**src/design/love_hate_frame_replacement_assert.svh**
```systemverilog
// Assertion macros for the love/hate frame replacement block.
// Expects clk and rst_n in the scope of each use; no other dependencies.
`ifndef LOVE_HATE_FRAME_REPLACEMENT_ASSERT_SVH
`define LOVE_HATE_FRAME_REPLACEMENT_ASSERT_SVH

// Same-cycle implication, disabled while in reset.
`define LHFR_ASSERT_IMP(lbl, ante, cons, msg) \
  lbl: assert property (@(posedge clk) disable iff (!rst_n) (ante) |-> (cons)) \
    else $error(msg);

// Next-cycle implication, disabled while in reset.
`define LHFR_ASSERT_NXT(lbl, ante, cons, msg) \
  lbl: assert property (@(posedge clk) disable iff (!rst_n) (ante) |=> (cons)) \
    else $error(msg);

`endif

```
**src/design/lhfr_pkg.sv**
```systemverilog
// Shared types, codes and the control store of the love/hate frame replacement block.
// No dependencies; used by the channel interfaces and the top level.
package lhfr_pkg;

  localparam int FRAME_W = 6;
  localparam int FRAME_SPAN = 1 << FRAME_W;

  localparam logic [1:0] FN_INSERT = 2'd0;
  localparam logic [1:0] FN_REMOVE = 2'd1;
  localparam logic [1:0] FN_LOOKUP = 2'd2;

  localparam logic [1:0] ST_OK     = 2'd0;
  localparam logic [1:0] ST_ABSENT = 2'd1;
  localparam logic [1:0] ST_LISTED = 2'd2;

  localparam logic [1:0] MEM_NONE = 2'd0;
  localparam logic [1:0] MEM_HATE = 2'd1;
  localparam logic [1:0] MEM_LOVE = 2'd2;

  typedef enum logic [1:0] {RD_NONE, RD_F, RD_H} rd_sel_t;
  typedef enum logic [2:0] {WR_NONE, WR_SELF, WR_NODE, WR_NEIGH, WR_UNLINK} wr_op_t;
  typedef enum logic [1:0] {MO_NONE, MO_SET, MO_CLR} mem_op_t;
  typedef enum logic [1:0] {HO_KEEP, HO_SET, HO_UNLINK} head_op_t;
  typedef enum logic [2:0] {LD_NONE, LD_T, LD_NP, LD_F_RD, LD_F_HATE, LD_LOVE} ld_op_t;
  typedef enum logic [2:0] {
    CC_NEVER, CC_ALWAYS, CC_LISTED, CC_NOTMEM, CC_EMPTY, CC_HATE_EMPTY, CC_LOVE_EMPTY
  } cond_t;

  typedef logic [4:0] upc_t;

  typedef struct packed {
    rd_sel_t    rd;
    wr_op_t     wr;
    mem_op_t    mo;
    head_op_t   ho;
    ld_op_t     ld;
    cond_t      cc;
    upc_t       target;
    logic       fin;
    logic [1:0] status;
    logic       victim;
  } ctrl_t;

  // Step addresses
  localparam upc_t S_I_RD       = 5'd0;
  localparam upc_t S_I_CHK      = 5'd1;
  localparam upc_t S_I_HEAD     = 5'd2;
  localparam upc_t S_I_TAIL     = 5'd3;
  localparam upc_t S_I_NODE     = 5'd4;
  localparam upc_t S_I_NEIGH    = 5'd5;
  localparam upc_t S_I_SELF     = 5'd6;
  localparam upc_t S_R_RD       = 5'd7;
  localparam upc_t S_R_CHK      = 5'd8;
  localparam upc_t S_R_UNL      = 5'd9;
  localparam upc_t S_L_HATE     = 5'd10;
  localparam upc_t S_L_PICKH    = 5'd11;
  localparam upc_t S_L_LOVE     = 5'd12;
  localparam upc_t S_L_TAILRD   = 5'd13;
  localparam upc_t S_L_TAIL     = 5'd14;
  localparam upc_t S_V_RD       = 5'd15;
  localparam upc_t S_V_NP       = 5'd16;
  localparam upc_t S_V_UNL      = 5'd17;
  localparam upc_t S_FIN_OK     = 5'd18;
  localparam upc_t S_FIN_ABSENT = 5'd19;
  localparam upc_t S_FIN_LISTED = 5'd20;
  localparam upc_t S_FIN_VICTIM = 5'd21;

  localparam ctrl_t CW_NOP = '{
    rd: RD_NONE, wr: WR_NONE, mo: MO_NONE, ho: HO_KEEP, ld: LD_NONE,
    cc: CC_NEVER, target: 5'd0, fin: 1'b0, status: ST_OK, victim: 1'b0
  };

  function automatic ctrl_t ucode(upc_t a);
    ctrl_t w;
    w = CW_NOP;
    case (a)
      S_I_RD:     w.rd = RD_F;
      S_I_CHK: begin
        w.cc = CC_LISTED; w.target = S_FIN_LISTED;
      end
      S_I_HEAD: begin
        w.rd = RD_H; w.cc = CC_EMPTY; w.target = S_I_SELF;
      end
      S_I_TAIL:   w.ld = LD_T;
      S_I_NODE: begin
        w.wr = WR_NODE; w.mo = MO_SET;
      end
      S_I_NEIGH: begin
        w.wr = WR_NEIGH; w.ho = HO_SET; w.cc = CC_ALWAYS; w.target = S_FIN_OK;
      end
      S_I_SELF: begin
        w.wr = WR_SELF; w.mo = MO_SET; w.ho = HO_SET;
        w.cc = CC_ALWAYS; w.target = S_FIN_OK;
      end
      S_R_RD:     w.rd = RD_F;
      S_R_CHK: begin
        w.ld = LD_NP; w.cc = CC_NOTMEM; w.target = S_FIN_ABSENT;
      end
      S_R_UNL: begin
        w.wr = WR_UNLINK; w.mo = MO_CLR; w.ho = HO_UNLINK;
        w.cc = CC_ALWAYS; w.target = S_FIN_OK;
      end
      S_L_HATE: begin
        w.cc = CC_HATE_EMPTY; w.target = S_L_LOVE;
      end
      S_L_PICKH: begin
        w.ld = LD_F_HATE; w.cc = CC_ALWAYS; w.target = S_V_RD;
      end
      S_L_LOVE: begin
        w.ld = LD_LOVE; w.cc = CC_LOVE_EMPTY; w.target = S_FIN_ABSENT;
      end
      S_L_TAILRD: w.rd = RD_H;
      S_L_TAIL:   w.ld = LD_F_RD;
      S_V_RD:     w.rd = RD_F;
      S_V_NP:     w.ld = LD_NP;
      S_V_UNL: begin
        w.wr = WR_UNLINK; w.mo = MO_CLR; w.ho = HO_UNLINK;
        w.cc = CC_ALWAYS; w.target = S_FIN_VICTIM;
      end
      S_FIN_OK: begin
        w.fin = 1'b1; w.status = ST_OK;
      end
      S_FIN_LISTED: begin
        w.fin = 1'b1; w.status = ST_LISTED;
      end
      S_FIN_VICTIM: begin
        w.fin = 1'b1; w.status = ST_OK; w.victim = 1'b1;
      end
      default: begin
        w.fin = 1'b1; w.status = ST_ABSENT;
      end
    endcase
    return w;
  endfunction

endpackage

```
**src/design/lhfr_if.sv**
```systemverilog
// Request and response channel interfaces of the love/hate frame replacement block.
// Depends on lhfr_pkg for the frame field width.
interface lhfr_req_if;
  logic                       valid;
  logic                       ready;
  logic [1:0]                 func;
  logic                       list_sel;
  logic [lhfr_pkg::FRAME_W-1:0] frame_no;

  modport source(output valid, func, list_sel, frame_no, input ready);
  modport sink(input valid, func, list_sel, frame_no, output ready);
endinterface

interface lhfr_rsp_if;
  logic                       valid;
  logic                       ready;
  logic [1:0]                 status;
  logic [lhfr_pkg::FRAME_W-1:0] victim_frame;

  modport source(output valid, status, victim_frame, input ready);
  modport sink(input valid, status, victim_frame, output ready);
endinterface

```
**src/design/lhfr_ram.sv**
```systemverilog
// Generic single-write, single-read RAM with registered read data.
// No dependencies; used for the link and membership stores.
module lhfr_ram #(
  parameter int WIDTH = 8,
  parameter int DEPTH = 64
) (
  input  logic                     clk,
  input  logic                     we,
  input  logic [$clog2(DEPTH)-1:0] waddr,
  input  logic [WIDTH-1:0]         wdata,
  input  logic [$clog2(DEPTH)-1:0] raddr,
  output logic [WIDTH-1:0]         rdata
);

  logic [WIDTH-1:0] mem [DEPTH];

  always_ff @(posedge clk) begin
    if (we) begin
      mem[waddr] <= wdata;
    end
    rdata <= mem[raddr];
  end

endmodule

```
**src/design/love_hate_frame_replacement.sv**
```systemverilog
// Love/hate frame replacement lists: top level with the control sequencer and datapath.
// Depends on lhfr_pkg, lhfr_if.sv, lhfr_ram.sv and love_hate_frame_replacement_assert.svh.

// Keeps a hate list and a love list of buffer frames as doubly linked circular
// lists in RAM. One request is worked at a time by a small control program; the
// next request is taken in the cycle after the result is written to the output
// register, which holds it until the sink takes it. A frame beyond the pool or an
// unused code goes straight to the result; rejected inserts and removes and lookups
// on empty lists are shorter than the rest, and a lookup from the love list is the
// longest. The length is set by the registered reads of the link RAMs and their
// single write port, which puts each dependent read and each pair of link writes
// in a step of its own. Only frames below both NUM_FRAMES and 64 can be listed, so
// the stores are sized to the smaller of the two.
module love_hate_frame_replacement #(
  parameter int NUM_FRAMES = 64
) (
  input  logic           clk,
  input  logic           rst_n,
  lhfr_req_if.sink       in_req,
  lhfr_rsp_if.source     out_rsp
);

  localparam int DEPTH = (NUM_FRAMES < lhfr_pkg::FRAME_SPAN) ? NUM_FRAMES
                                                             : lhfr_pkg::FRAME_SPAN;
  localparam int AW = $clog2(DEPTH);

  typedef logic [AW-1:0] fidx_t;

  // Sequencer and datapath registers
  logic              busy_r, busy_nxt;
  lhfr_pkg::upc_t    upc_r, upc_nxt;
  logic              lsel_r, lsel_nxt;
  fidx_t             f_r, f_nxt;
  fidx_t             t_r, t_nxt;
  fidx_t             n_r, n_nxt;
  fidx_t             p_r, p_nxt;
  fidx_t             hate_head_r, hate_head_nxt;
  fidx_t             love_head_r, love_head_nxt;
  logic              hate_empty_r, hate_empty_nxt;
  logic              love_empty_r, love_empty_nxt;
  logic [DEPTH-1:0]  vld_r, vld_nxt;
  logic              vld_q_r;
  logic              out_valid_r, out_valid_nxt;
  logic [1:0]        out_status_r, out_status_nxt;
  logic [lhfr_pkg::FRAME_W-1:0] out_victim_r, out_victim_nxt;

  lhfr_pkg::ctrl_t   ctl;
  logic              in_fire;
  logic              in_range;
  lhfr_pkg::upc_t    entry;
  logic              fin_stall;
  logic              exec;
  logic              cond_true;
  fidx_t             head_sel;
  logic              empty_sel;
  logic [1:0]        lsel_code;
  logic [1:0]        mem_cur;

  fidx_t             raddr;
  fidx_t             next_rd, prev_rd;
  logic [1:0]        mem_rd;
  logic              next_we, prev_we, mem_we;
  fidx_t             next_waddr, prev_waddr;
  fidx_t             next_wdata, prev_wdata;
  logic [1:0]        mem_wdata;

  assign ctl       = lhfr_pkg::ucode(upc_r);
  assign head_sel  = lsel_r ? love_head_r : hate_head_r;
  assign empty_sel = lsel_r ? love_empty_r : hate_empty_r;
  assign lsel_code = lsel_r ? lhfr_pkg::MEM_LOVE : lhfr_pkg::MEM_HATE;
  assign mem_cur   = vld_q_r ? mem_rd : lhfr_pkg::MEM_NONE;

  assign fin_stall = ctl.fin && out_valid_r && !out_rsp.ready;
  assign exec      = busy_r && !fin_stall;

  assign in_req.ready = !busy_r;
  assign in_fire      = in_req.valid && in_req.ready;
  assign in_range     = int'(in_req.frame_no) < NUM_FRAMES;

  assign out_rsp.valid        = out_valid_r;
  assign out_rsp.status       = out_status_r;
  assign out_rsp.victim_frame = out_victim_r;

  always_comb begin
    case (in_req.func)
      lhfr_pkg::FN_INSERT: entry = in_range ? lhfr_pkg::S_I_RD : lhfr_pkg::S_FIN_ABSENT;
      lhfr_pkg::FN_REMOVE: entry = in_range ? lhfr_pkg::S_R_RD : lhfr_pkg::S_FIN_ABSENT;
      lhfr_pkg::FN_LOOKUP: entry = lhfr_pkg::S_L_HATE;
      default:             entry = lhfr_pkg::S_FIN_ABSENT;
    endcase
  end

  always_comb begin
    case (ctl.cc)
      lhfr_pkg::CC_ALWAYS:     cond_true = 1'b1;
      lhfr_pkg::CC_LISTED:     cond_true = mem_cur != lhfr_pkg::MEM_NONE;
      lhfr_pkg::CC_NOTMEM:     cond_true = mem_cur != lsel_code;
      lhfr_pkg::CC_EMPTY:      cond_true = empty_sel;
      lhfr_pkg::CC_HATE_EMPTY: cond_true = hate_empty_r;
      lhfr_pkg::CC_LOVE_EMPTY: cond_true = love_empty_r;
      default:                 cond_true = 1'b0;
    endcase
  end

  // The stores are read every cycle; data belongs to the previous step's address
  always_comb begin
    case (ctl.rd)
      lhfr_pkg::RD_H: raddr = head_sel;
      default:        raddr = f_r;
    endcase
  end

  always_comb begin
    next_we    = 1'b0;
    prev_we    = 1'b0;
    next_waddr = f_r;
    prev_waddr = f_r;
    next_wdata = f_r;
    prev_wdata = f_r;
    if (exec) begin
      case (ctl.wr)
        lhfr_pkg::WR_SELF: begin
          next_we = 1'b1;
          prev_we = 1'b1;
        end
        lhfr_pkg::WR_NODE: begin
          next_we    = 1'b1;
          prev_we    = 1'b1;
          next_wdata = head_sel;
          prev_wdata = t_r;
        end
        lhfr_pkg::WR_NEIGH: begin
          // link the old tail and the old head to the new frame
          next_we    = 1'b1;
          prev_we    = 1'b1;
          next_waddr = t_r;
          prev_waddr = head_sel;
        end
        lhfr_pkg::WR_UNLINK: begin
          next_we    = 1'b1;
          prev_we    = 1'b1;
          next_waddr = p_r;
          next_wdata = n_r;
          prev_waddr = n_r;
          prev_wdata = p_r;
        end
        default: begin
          next_we = 1'b0;
          prev_we = 1'b0;
        end
      endcase
    end
  end

  assign mem_we    = exec && (ctl.mo != lhfr_pkg::MO_NONE);
  assign mem_wdata = (ctl.mo == lhfr_pkg::MO_SET) ? lsel_code : lhfr_pkg::MEM_NONE;

  always_comb begin
    busy_nxt       = busy_r;
    upc_nxt        = upc_r;
    lsel_nxt       = lsel_r;
    f_nxt          = f_r;
    t_nxt          = t_r;
    n_nxt          = n_r;
    p_nxt          = p_r;
    hate_head_nxt  = hate_head_r;
    love_head_nxt  = love_head_r;
    hate_empty_nxt = hate_empty_r;
    love_empty_nxt = love_empty_r;
    vld_nxt        = vld_r;
    out_valid_nxt  = out_valid_r && !out_rsp.ready;
    out_status_nxt = out_status_r;
    out_victim_nxt = out_victim_r;

    if (in_fire) begin
      busy_nxt = 1'b1;
      upc_nxt  = entry;
      lsel_nxt = in_req.list_sel;
      if (in_range) begin
        f_nxt = AW'(in_req.frame_no);
      end
    end

    if (exec) begin
      case (ctl.ld)
        lhfr_pkg::LD_T:  t_nxt = prev_rd;
        lhfr_pkg::LD_NP: begin
          n_nxt = next_rd;
          p_nxt = prev_rd;
        end
        lhfr_pkg::LD_F_RD: f_nxt = prev_rd;
        lhfr_pkg::LD_F_HATE: begin
          f_nxt    = hate_head_r;
          lsel_nxt = 1'b0;
        end
        lhfr_pkg::LD_LOVE: lsel_nxt = 1'b1;
        default: t_nxt = t_r;
      endcase

      case (ctl.ho)
        lhfr_pkg::HO_SET: begin
          if (lsel_r) begin
            love_head_nxt  = f_r;
            love_empty_nxt = 1'b0;
          end else begin
            hate_head_nxt  = f_r;
            hate_empty_nxt = 1'b0;
          end
        end
        lhfr_pkg::HO_UNLINK: begin
          // last frame leaves: list empties; head moves on when it leaves
          if (n_r == f_r) begin
            if (lsel_r) begin
              love_head_nxt  = '0;
              love_empty_nxt = 1'b1;
            end else begin
              hate_head_nxt  = '0;
              hate_empty_nxt = 1'b1;
            end
          end else if (head_sel == f_r) begin
            if (lsel_r) begin
              love_head_nxt = n_r;
            end else begin
              hate_head_nxt = n_r;
            end
          end
        end
        default: hate_head_nxt = hate_head_r;
      endcase

      if (mem_we) begin
        vld_nxt[f_r] = 1'b1;
      end

      if (ctl.fin) begin
        busy_nxt       = 1'b0;
        out_valid_nxt  = 1'b1;
        out_status_nxt = ctl.status;
        out_victim_nxt = ctl.victim ? lhfr_pkg::FRAME_W'(f_r) : '0;
      end else if (cond_true) begin
        upc_nxt = ctl.target;
      end else begin
        upc_nxt = upc_r + 5'd1;
      end
    end
  end

  always_ff @(posedge clk) begin
    if (!rst_n) begin
      busy_r       <= 1'b0;
      upc_r        <= lhfr_pkg::S_FIN_ABSENT;
      hate_head_r  <= '0;
      love_head_r  <= '0;
      hate_empty_r <= 1'b1;
      love_empty_r <= 1'b1;
      vld_r        <= '0;
      out_valid_r  <= 1'b0;
    end else begin
      busy_r       <= busy_nxt;
      upc_r        <= upc_nxt;
      hate_head_r  <= hate_head_nxt;
      love_head_r  <= love_head_nxt;
      hate_empty_r <= hate_empty_nxt;
      love_empty_r <= love_empty_nxt;
      vld_r        <= vld_nxt;
      out_valid_r  <= out_valid_nxt;
    end
    lsel_r       <= lsel_nxt;
    f_r          <= f_nxt;
    t_r          <= t_nxt;
    n_r          <= n_nxt;
    p_r          <= p_nxt;
    vld_q_r      <= vld_r[raddr];
    out_status_r <= out_status_nxt;
    out_victim_r <= out_victim_nxt;
  end

  lhfr_ram #(.WIDTH(AW), .DEPTH(DEPTH)) u_next_ram (
    .clk   (clk),
    .we    (next_we),
    .waddr (next_waddr),
    .wdata (next_wdata),
    .raddr (raddr),
    .rdata (next_rd)
  );

  lhfr_ram #(.WIDTH(AW), .DEPTH(DEPTH)) u_prev_ram (
    .clk   (clk),
    .we    (prev_we),
    .waddr (prev_waddr),
    .wdata (prev_wdata),
    .raddr (raddr),
    .rdata (prev_rd)
  );

  lhfr_ram #(.WIDTH(2), .DEPTH(DEPTH)) u_mem_ram (
    .clk   (clk),
    .we    (mem_we),
    .waddr (f_r),
    .wdata (mem_wdata),
    .raddr (raddr),
    .rdata (mem_rd)
  );

`include "love_hate_frame_replacement_assert.svh"

  `LHFR_ASSERT_IMP(a_upc_range, busy_r, upc_r <= lhfr_pkg::S_FIN_VICTIM, "step out of program")
  `LHFR_ASSERT_IMP(a_rise_from_fin, $rose(out_valid_r), $past(exec && ctl.fin),
                   "result raised outside a finishing step")
  `LHFR_ASSERT_IMP(a_victim_zero, out_valid_r && (out_status_r != lhfr_pkg::ST_OK),
                   out_victim_r == '0, "victim frame set on a failed request")
  `LHFR_ASSERT_NXT(a_head_set, exec && (ctl.ho == lhfr_pkg::HO_SET),
                   !($past(lsel_r) ? love_empty_r : hate_empty_r),
                   "list still empty after insert")

endmodule

```
**src/flat_wrapper.sv**
```systemverilog
// flat-port wrapper written by rule: the top's interface ports become plain ports
module love_hate_frame_replacement_flat 
#(
  parameter int NUM_FRAMES = 64
)
  (clk, rst_n, in_req_valid, in_req_func, in_req_list_sel, in_req_frame_no, in_req_ready, out_rsp_valid, out_rsp_status, out_rsp_victim_frame, out_rsp_ready);
  lhfr_req_if in_req_i ();
  lhfr_rsp_if out_rsp_i ();
  input  logic clk;
  input  logic rst_n;
  input wire logic [$bits(in_req_i.valid)-1:0] in_req_valid;
  input wire logic [$bits(in_req_i.func)-1:0] in_req_func;
  input wire logic [$bits(in_req_i.list_sel)-1:0] in_req_list_sel;
  input wire logic [$bits(in_req_i.frame_no)-1:0] in_req_frame_no;
  output wire logic [$bits(in_req_i.ready)-1:0] in_req_ready;
  output wire logic [$bits(out_rsp_i.valid)-1:0] out_rsp_valid;
  output wire logic [$bits(out_rsp_i.status)-1:0] out_rsp_status;
  output wire logic [$bits(out_rsp_i.victim_frame)-1:0] out_rsp_victim_frame;
  input wire logic [$bits(out_rsp_i.ready)-1:0] out_rsp_ready;
  assign in_req_i.valid = in_req_valid;
  assign in_req_i.func = in_req_func;
  assign in_req_i.list_sel = in_req_list_sel;
  assign in_req_i.frame_no = in_req_frame_no;
  assign in_req_ready = in_req_i.ready;
  assign out_rsp_valid = out_rsp_i.valid;
  assign out_rsp_status = out_rsp_i.status;
  assign out_rsp_victim_frame = out_rsp_i.victim_frame;
  assign out_rsp_i.ready = out_rsp_ready;
  love_hate_frame_replacement #(.NUM_FRAMES(NUM_FRAMES)) u_core (.clk(clk), .rst_n(rst_n), .in_req(in_req_i), .out_rsp(out_rsp_i));
endmodule
```
**config.mk**
```make
export PLATFORM = sky130hd
export DESIGN_NAME = love_hate_frame_replacement_flat
export DESIGN_NICKNAME = d
export VERILOG_FILES = /design/src/design/lhfr_pkg.sv /design/src/design/lhfr_if.sv /design/src/design/lhfr_ram.sv /design/src/design/love_hate_frame_replacement.sv /design/src/flat_wrapper.sv
export VERILOG_INCLUDE_DIRS = /design/src /design/src/design
export SDC_FILE = /design/constraint.sdc
export NUM_CORES = 2
export LEC_CHECK = 0
export BUFFER_PORTS_ARGS = -buffer_cell sky130_fd_sc_hd__buf_2
export CORE_MARGIN = 5
export CORE_UTILIZATION = 25
export DETAILED_ROUTE_END_ITERATION = 8
export PLACE_DENSITY = 0.43
export SYNTH_ARGS = -nofsm -noshare
export SYNTH_HDL_FRONTEND = slang
export SYNTH_SLANG_ARGS = --single-unit
```
**constraint.sdc**
```tcl
create_clock -name clk -period 7.26 [get_ports clk]
set_clock_uncertainty 0.05 [all_clocks]
set_input_delay 1.089 -clock clk [delete_from_list [all_inputs] [get_ports clk]]
set_output_delay 1.089 -clock clk [all_outputs]
set_load 0.05 [all_outputs]
```
## Yosys cells after proc, flatten, opt, wreduce, memory -nomap -nowiden

Memories as Yosys holds them, arrays and structs flattened. A register that Yosys moved wholly into a read port is not among the register bits.
Cells that the tools add are included.

| operators by class | value |
|---|---|
| multiplexer cells | 69 |
| bitwise logic cells | 1 |
| magnitude comparators | 3 |
| equal/unequal tests | 50 |
| reduce and logical (&&, ||, !) cells | 33 |
| $add $sub $neg | 1 |

Operator list:

| kind | count |
|---|---|
| 6-bit two-way mux | 18 |
| 6-bit case mux with 2 select lines | 7 |
| 64-bit OR | 1 |
| 8-bit case mux with 8 select lines | 1 |
| 5-bit by 4-bit equality test with 1-bit output, second input constant | 8 |
| 5-bit equality test, second input constant | 5 |
| 1-bit two-way mux | 23 |
| 5-bit by 3-bit equality test with 1-bit output, second input constant | 4 |
| 5-bit two-way mux | 4 |
| 5-bit AND reduction | 4 |
| 3-bit by 2-bit equality test with 1-bit output, second input constant | 6 |
| 3-bit equality test, second input constant | 6 |
| 18-bit OR reduction | 1 |
| 3-bit case mux with 5 select lines | 1 |
| 5-bit case mux with 3 select lines | 1 |
| 6-bit by 7-bit less-than comparator with 1-bit output, second input constant | 2 |
| 6-bit equality test | 2 |
| 2-bit case mux with 2 select lines | 3 |
| 3-bit case mux with 4 select lines | 1 |
| 2-bit OR reduction | 6 |
| 5-bit by 2-bit equality test with 1-bit output, second input constant | 2 |
| 3-bit by 1-bit equality test with 1-bit output, second input constant | 3 |
| 3-bit case mux with 3 select lines | 1 |
| 2-bit AND reduction | 4 |
| 21 further kinds | 43 |

| word-level totals | value |
|---|---|
| output and inout port bits | 10 |
| input port bits | 13 |
| bits in registers | 119 |
| RAM bits | 896 |
| memories kept | 3 |
| logic and storage cells | 176 |

Memories:

| memory | depth | width | rd ports | clocked after memory_dff | write ports | line | RTL |
|---|---|---|---|---|---|---|---|
| u_core.u_next_ram.mem | 64 | 6 | 1 | 1 | 1 | lhfr_ram.sv:15 | `logic [WIDTH-1:0] mem [DEPTH];` |
| u_core.u_prev_ram.mem | 64 | 6 | 1 | 1 | 1 | lhfr_ram.sv:15 |  |
| u_core.u_mem_ram.mem | 64 | 2 | 1 | 1 | 1 | lhfr_ram.sv:15 |  |

## Longest topological paths before layout

| depth | value |
|---|---|
| depth after elaboration | 10 |
| mapped depth | 13 |
| mapped depth without buffers | 9 |

## Cells and area by module

Synthesis repeated with hierarchy kept, for this count alone.

| second synthesis, totals | value |
|---|---|
| cells, all modules | 2430 |
| area, all modules | 42160.4 sq um |

Modules (own cells, without submodules):

| module | times used | sequential area each (sq um) | cells an instance | area an instance (sq um) |
|---|---|---|---|---|
| lhfr_ram at u_core.u_next_ram ... | 2 | 11651.2 | 720 | 15225.9 |
| love_hate_frame_replacement | 1 | 2642.5 | 666 | 6311.1 |
| lhfr_ram at u_core.u_mem_ram | 1 | 3883.7 | 324 | 5397.7 |

## Worst setup path before layout

OpenSTA, ideal clock, no wires.

| timing path | value |
|---|---|
| kind | register to register |
| start | reg u_core.upc_r[2] |
| end | mem u_core.u_next_ram.mem[0][0] (netlist name), data pin |
| required time | 6508 ps |
| period minus slack after synthesis | 5412 ps |
| data arrival time | 4660 ps |
| setup slack | 1848 ps |
| path buffers | 3 |
| cell stages (with the launch flop) | 11 |
| library setup time | 702 ps |
| cell sequence | dfxtp_1 -> clkbuf_1 -> buf_1 -> and3_1 -> ha_1 -> a221o_1 -> a211oi_1 -> o21ai_1 -> nand2_1 -> clkbuf_1 -> o21ai_0 |

| on the way | value |
|---|---|
| cells in the longest elaborated chain, start to end | 8 |
| elaborated cells between the ends (all ways) | 34 |
| those cells by class | 22 x eq/ne; 4 x mux; 8 x reduce/logical |

Ends and longest elaborated chain:

| what | line | RTL |
|---|---|---|
| start: declaration | love_hate_frame_replacement.sv:31 | `lhfr_pkg::upc_t upc_r, upc_nxt;` |
| start signal: assignment | love_hate_frame_replacement.sv:251 | `upc_r <= lhfr_pkg::S_FIN_ABSENT;` |
| start signal: assignment | love_hate_frame_replacement.sv:260 | `upc_r <= upc_nxt;` |
| 5-bit by 1-bit equality test with 1-bit output (tied with other cells) | lhfr_pkg.sv:76 | `case (a)` |
| 18-bit OR reduction (no source line) or 2-bit OR reduction (tied branches) | - |  |
| 3-bit case mux with 3 select lines | lhfr_pkg.sv:76 |  |
| 1-bit logical AND (2 in a row) | love_hate_frame_replacement.sv:73 | `assign fin_stall = ctl.fin && out_valid_r && !out_rsp.ready;` |
| 1-bit logical NOT | love_hate_frame_replacement.sv:74 | `assign exec = busy_r && !fin_stall;` |
| 1-bit logical AND | love_hate_frame_replacement.sv:74 |  |
| 6-bit two-way mux (*) | love_hate_frame_replacement.sv:120 | `if (exec) begin` |
| via u_core.next_wdata[0] | love_hate_frame_replacement.sv:64 | `fidx_t next_wdata, prev_wdata;` |
| end: declaration | lhfr_ram.sv:15 |  |

Mark *: on every way through the listed nets, which the timed path passes. The rest lies on a longest branch.

## Worst setup path in the final report

| timing path | value |
|---|---|
| start | reg u_core.upc_r[2] |
| end | mem u_core.u_prev_ram.mem[32][0] (netlist name) (enable) |

| on the way | value |
|---|---|
| cells in the longest elaborated chain, start to end | 10 |
| elaborated cells between the ends (all ways) | 41 |
| those cells by class | 24 x eq/ne; 8 x mux; 9 x reduce/logical |

Ends and longest elaborated chain:

| what | line |
|---|---|
| parallel branches: the longest is 10 deep, another holds 5-bit by 4-bit equality test with 1-bit output | - |
| end: declaration | lhfr_ram.sv:15 |

Several ways; the timed one is not identified.

==> flow_summary.ini <==
[logic_synthesis]
synth_adder_area_share_pct = 0.174
synth.net_count = 2753
synth_flop_cell = edfxtp_1
avgSynthCellArea_um2 = 15.3
yosysSeqAreaShare_pct = 71.4
syn_inst = 2735
yosys.cell_types.count = 61
synth_commonest_cells = edfxtp_1, mux2i_1, o22ai_1
synth-xor-area-share_pct = 0.314
syn_area_um2 = 41800
ys_seq_elements = 1029
synth_most_common_cell = edfxtp_1
synth_mux_area_share_pct = 12.5
async_flop_share_pct = 0
yosysTopAreaCellShare_pct = 66.3
synth-simple-area-share_pct = 5.33
ys_top_cells_by_area = edfxtp_1, mux2i_1, dfxtp_1, o22ai_1, a22o_1
synth_compound_area_share_pct = 8.46
synth_top_area_cell = edfxtp_1
ys.warnings.count = 0
synth-edff-count = 922
synth_top_family_by_area = multiplexers

[clock_network]
cts_hold_buffers = 0
path_clk_slew_ps = 70
clock_path_buffers = 3
cts_tree = yes
post_cts_resized = 0
numCtsBuffers = 111
insertion_delay_ps = 740
post_cts_buffers = 0
clock_sinks = 1029
cts-root-buf = clkbuf_16
htreeDepth = 3

[drt]
vias = 24236
routed_wl_um = 121000
drt-vias-per-instance = 4.77
drc = 0
drt_iter0_markers = 1931
ant_nets = 0
drt_first_pass_iters = 5
wire_per_inst_um = 23.9

[sta]
min_period_over_period_pct = 82.9
rsz0062_at_grt = no
whs_ps = 405
finalSetupViolations = 0
worst_pin_slew_ps = 1590
max_freq_ghz = 0.166
finalHoldViolCount = 0
maxSlewHeadroom_pct = -6.81
tns_ps = 0
min_period_ps = 6020
slew_viol_final = 3

[setup_path]
reg2reg_depth = 7
arrival_ps = 6280
critPathMaxStageDelay_ps = 1390
crit_path_end_kind = register
reg2reg_to = u_core.u_prev_ram.mem[32][0]$_DFFE_PP_
cp_max_fo = 25
crit_required_ps = 7520
startpoint_type = register
path_cells = nor3b_1 -> a221o_1 -> a211oi_1 -> o21a_1 -> o21ai_1 -> nand4_1 -> nor4_1
cp_slowest_cell = nor4_1
r2r_start = u_core.upc_r[2]$_SDFF_PN0_
rrSetupSlack_ps = 1240
path_class = reg -> reg

[run_status]
violations = max-capacitance violations, max-slew violations
status = complete, but fails checks

[pwr]
leakage_uw = 0.0164
powerDensity_nw_per_um2 = 307
vdd_drop_max_v = 0.000181

[global_route]
grt_max_degree = 103
grt_pass1_vias = 24260
grt_usage_pct = 13.5
overflow = 0
antenna_found_initial = 8
grt_first_pass_wirelength_um = 175000

[min_path]
min_to = u_core.love_head_r[5]$_SDFFE_PN0P_
hp-class = reg -> reg
whs_path_depth = 2
min-delay-start = u_core.love_head_r[5]$_SDFFE_PN0P_

[floorplan]
fp.dieH_um = 419
start_util_pct = 25.1
die-area_um2 = 175000
ios = 23
core_area_um2 = 167000
die_w_um = 419
std_cell_rows = 150

[layout]
drive_gt1_share_pct = 11.5
fillCellCount = 16708
syn_to_final_growth_pct = 16.4
nets = 2800

[placed_design]
dp_hpwl_um = 73200
port_buffers = 22
place_congestion = 0.773

[run]
cap_violations = 1
## final cells by class
cell class              count  area (um2)  area share, %
flip-flops and latches   1029       29800           61.3
clock inverters            63         668           1.37
inverters                  15        56.3          0.116
repair buffers            121         931           1.91
diodes                      4        10.0         0.0206
multi-input cells        1504       11400           23.5
clock buffers             141        2960           6.09
well taps                2204        2760           5.67
## worst max path at each step
stage                                                  end  slack, ps                       start  cells after the start
CTS                 u_core.u_prev_ram.mem[25][0]$_DFFE_PP_       1240  u_core.upc_r[2]$_SDFF_PN0_                      7
floorplan            u_core.u_next_ram.mem[0][0]$_DFFE_PP_       1850  u_core.upc_r[2]$_SDFF_PN0_                     10
finish              u_core.u_prev_ram.mem[32][0]$_DFFE_PP_       1240  u_core.upc_r[2]$_SDFF_PN0_                      7
global route        u_core.u_prev_ram.mem[32][0]$_DFFE_PP_        990  u_core.upc_r[2]$_SDFF_PN0_                      7
global placement    u_core.u_prev_ram.mem[24][3]$_DFFE_PP_       1040  u_core.upc_r[2]$_SDFF_PN0_                      7
detailed placement   u_core.u_prev_ram.mem[8][2]$_DFFE_PP_       1260  u_core.upc_r[2]$_SDFF_PN0_                      7
## kinds of logic after synthesis
kind of cell	after synthesis
mux	519
buf+inv	202
compound gates	502
simple gates	462
fa+ha+maj	6
flops	1029
xor+xnor	15
## power breakdown
part | leakage, uW | switching, uW | internal, uW
clock network | 0.00176 | 2400 | 3250
logic | 0.00517 | 1740 | 687
registers | 0.00942 | 118 | 6760
## cells in the final DEF, fill, tap and decap left out, drive strengths merged, types with 45 or more instances in the layout
master	count
mux2i	511
clkinv	49
nor3	102
nor2	104
o41ai	45
nor4	52
o21ai	47
clkbuf	141
edfxtp	922
buf	121
o22ai	244
dfxtp	107
a22o	70
nand2	108
## state kept, by name (all words and copies together) (netlist names)
register                     cells
u_core.u_mem_ram.mem           128
u_core.love_head_r               6
u_core.u_prev_ram.rdata          6
u_core.f_r                       6
u_core.t_r                       6
u_core.out_rsp.status            2
u_core.hate_empty_r              1
u_core.vld_r                    64
u_core.u_next_ram.rdata          6
u_core.upc_r                     5
u_core.p_r                       6
u_core.lsel_r                    1
u_core.u_next_ram.mem          384
u_core.hate_head_r               6
u_core.n_r                       6
u_core.busy_r                    1
u_core.love_empty_r              1
u_core.out_rsp.valid             1
u_core.u_prev_ram.mem          384
u_core.u_mem_ram.rdata           2
u_core.out_rsp.victim_frame      6
u_core.vld_q_r                   1
## worst max-delay path: cells and delay by family, from the launching register on
family | cells | cell delay [ps]
and+or+nand+nor | 3 | 3050
AOI/OAI and AO/OA | 4 | 1600
DFF | 1 | 880
## per-stage QoR
stage | cells | worst slack [ps] | util, % | area (um2) | total power (uW)
5_1_grt | 5077 | 987 | 29.2 | 48600 | 15500
6_report | 5081 | 1240 | 29.2 | 48600 | 14900
4_1_cts | 5077 | 1240 | 29.2 | 48600 | 15100
3_3_place_gp | 4872 | 1040 | 27.0 | 45000 | 9450
3_5_place_dp | 4873 | 1260 | 27.0 | 45000 | 9450
2_1_floorplan | 2735 | 1850 | - | 41800 | 8420
## layer usage
| metal | vias up | wire [um] | GRT usage [%] |
|---|---|---|---|
| li1 | 11054 | - | - |
| met1 | 12456 | 55400 | 18.4 |
| met2 | 548 | 56300 | 21.8 |
| met3 | 174 | 6470 | 2.97 |
| met4 | 4 | 2900 | 3.54 |
| met5 | - | 23 | 0 |
Note: power is estimated with default switching activity, not from simulation.
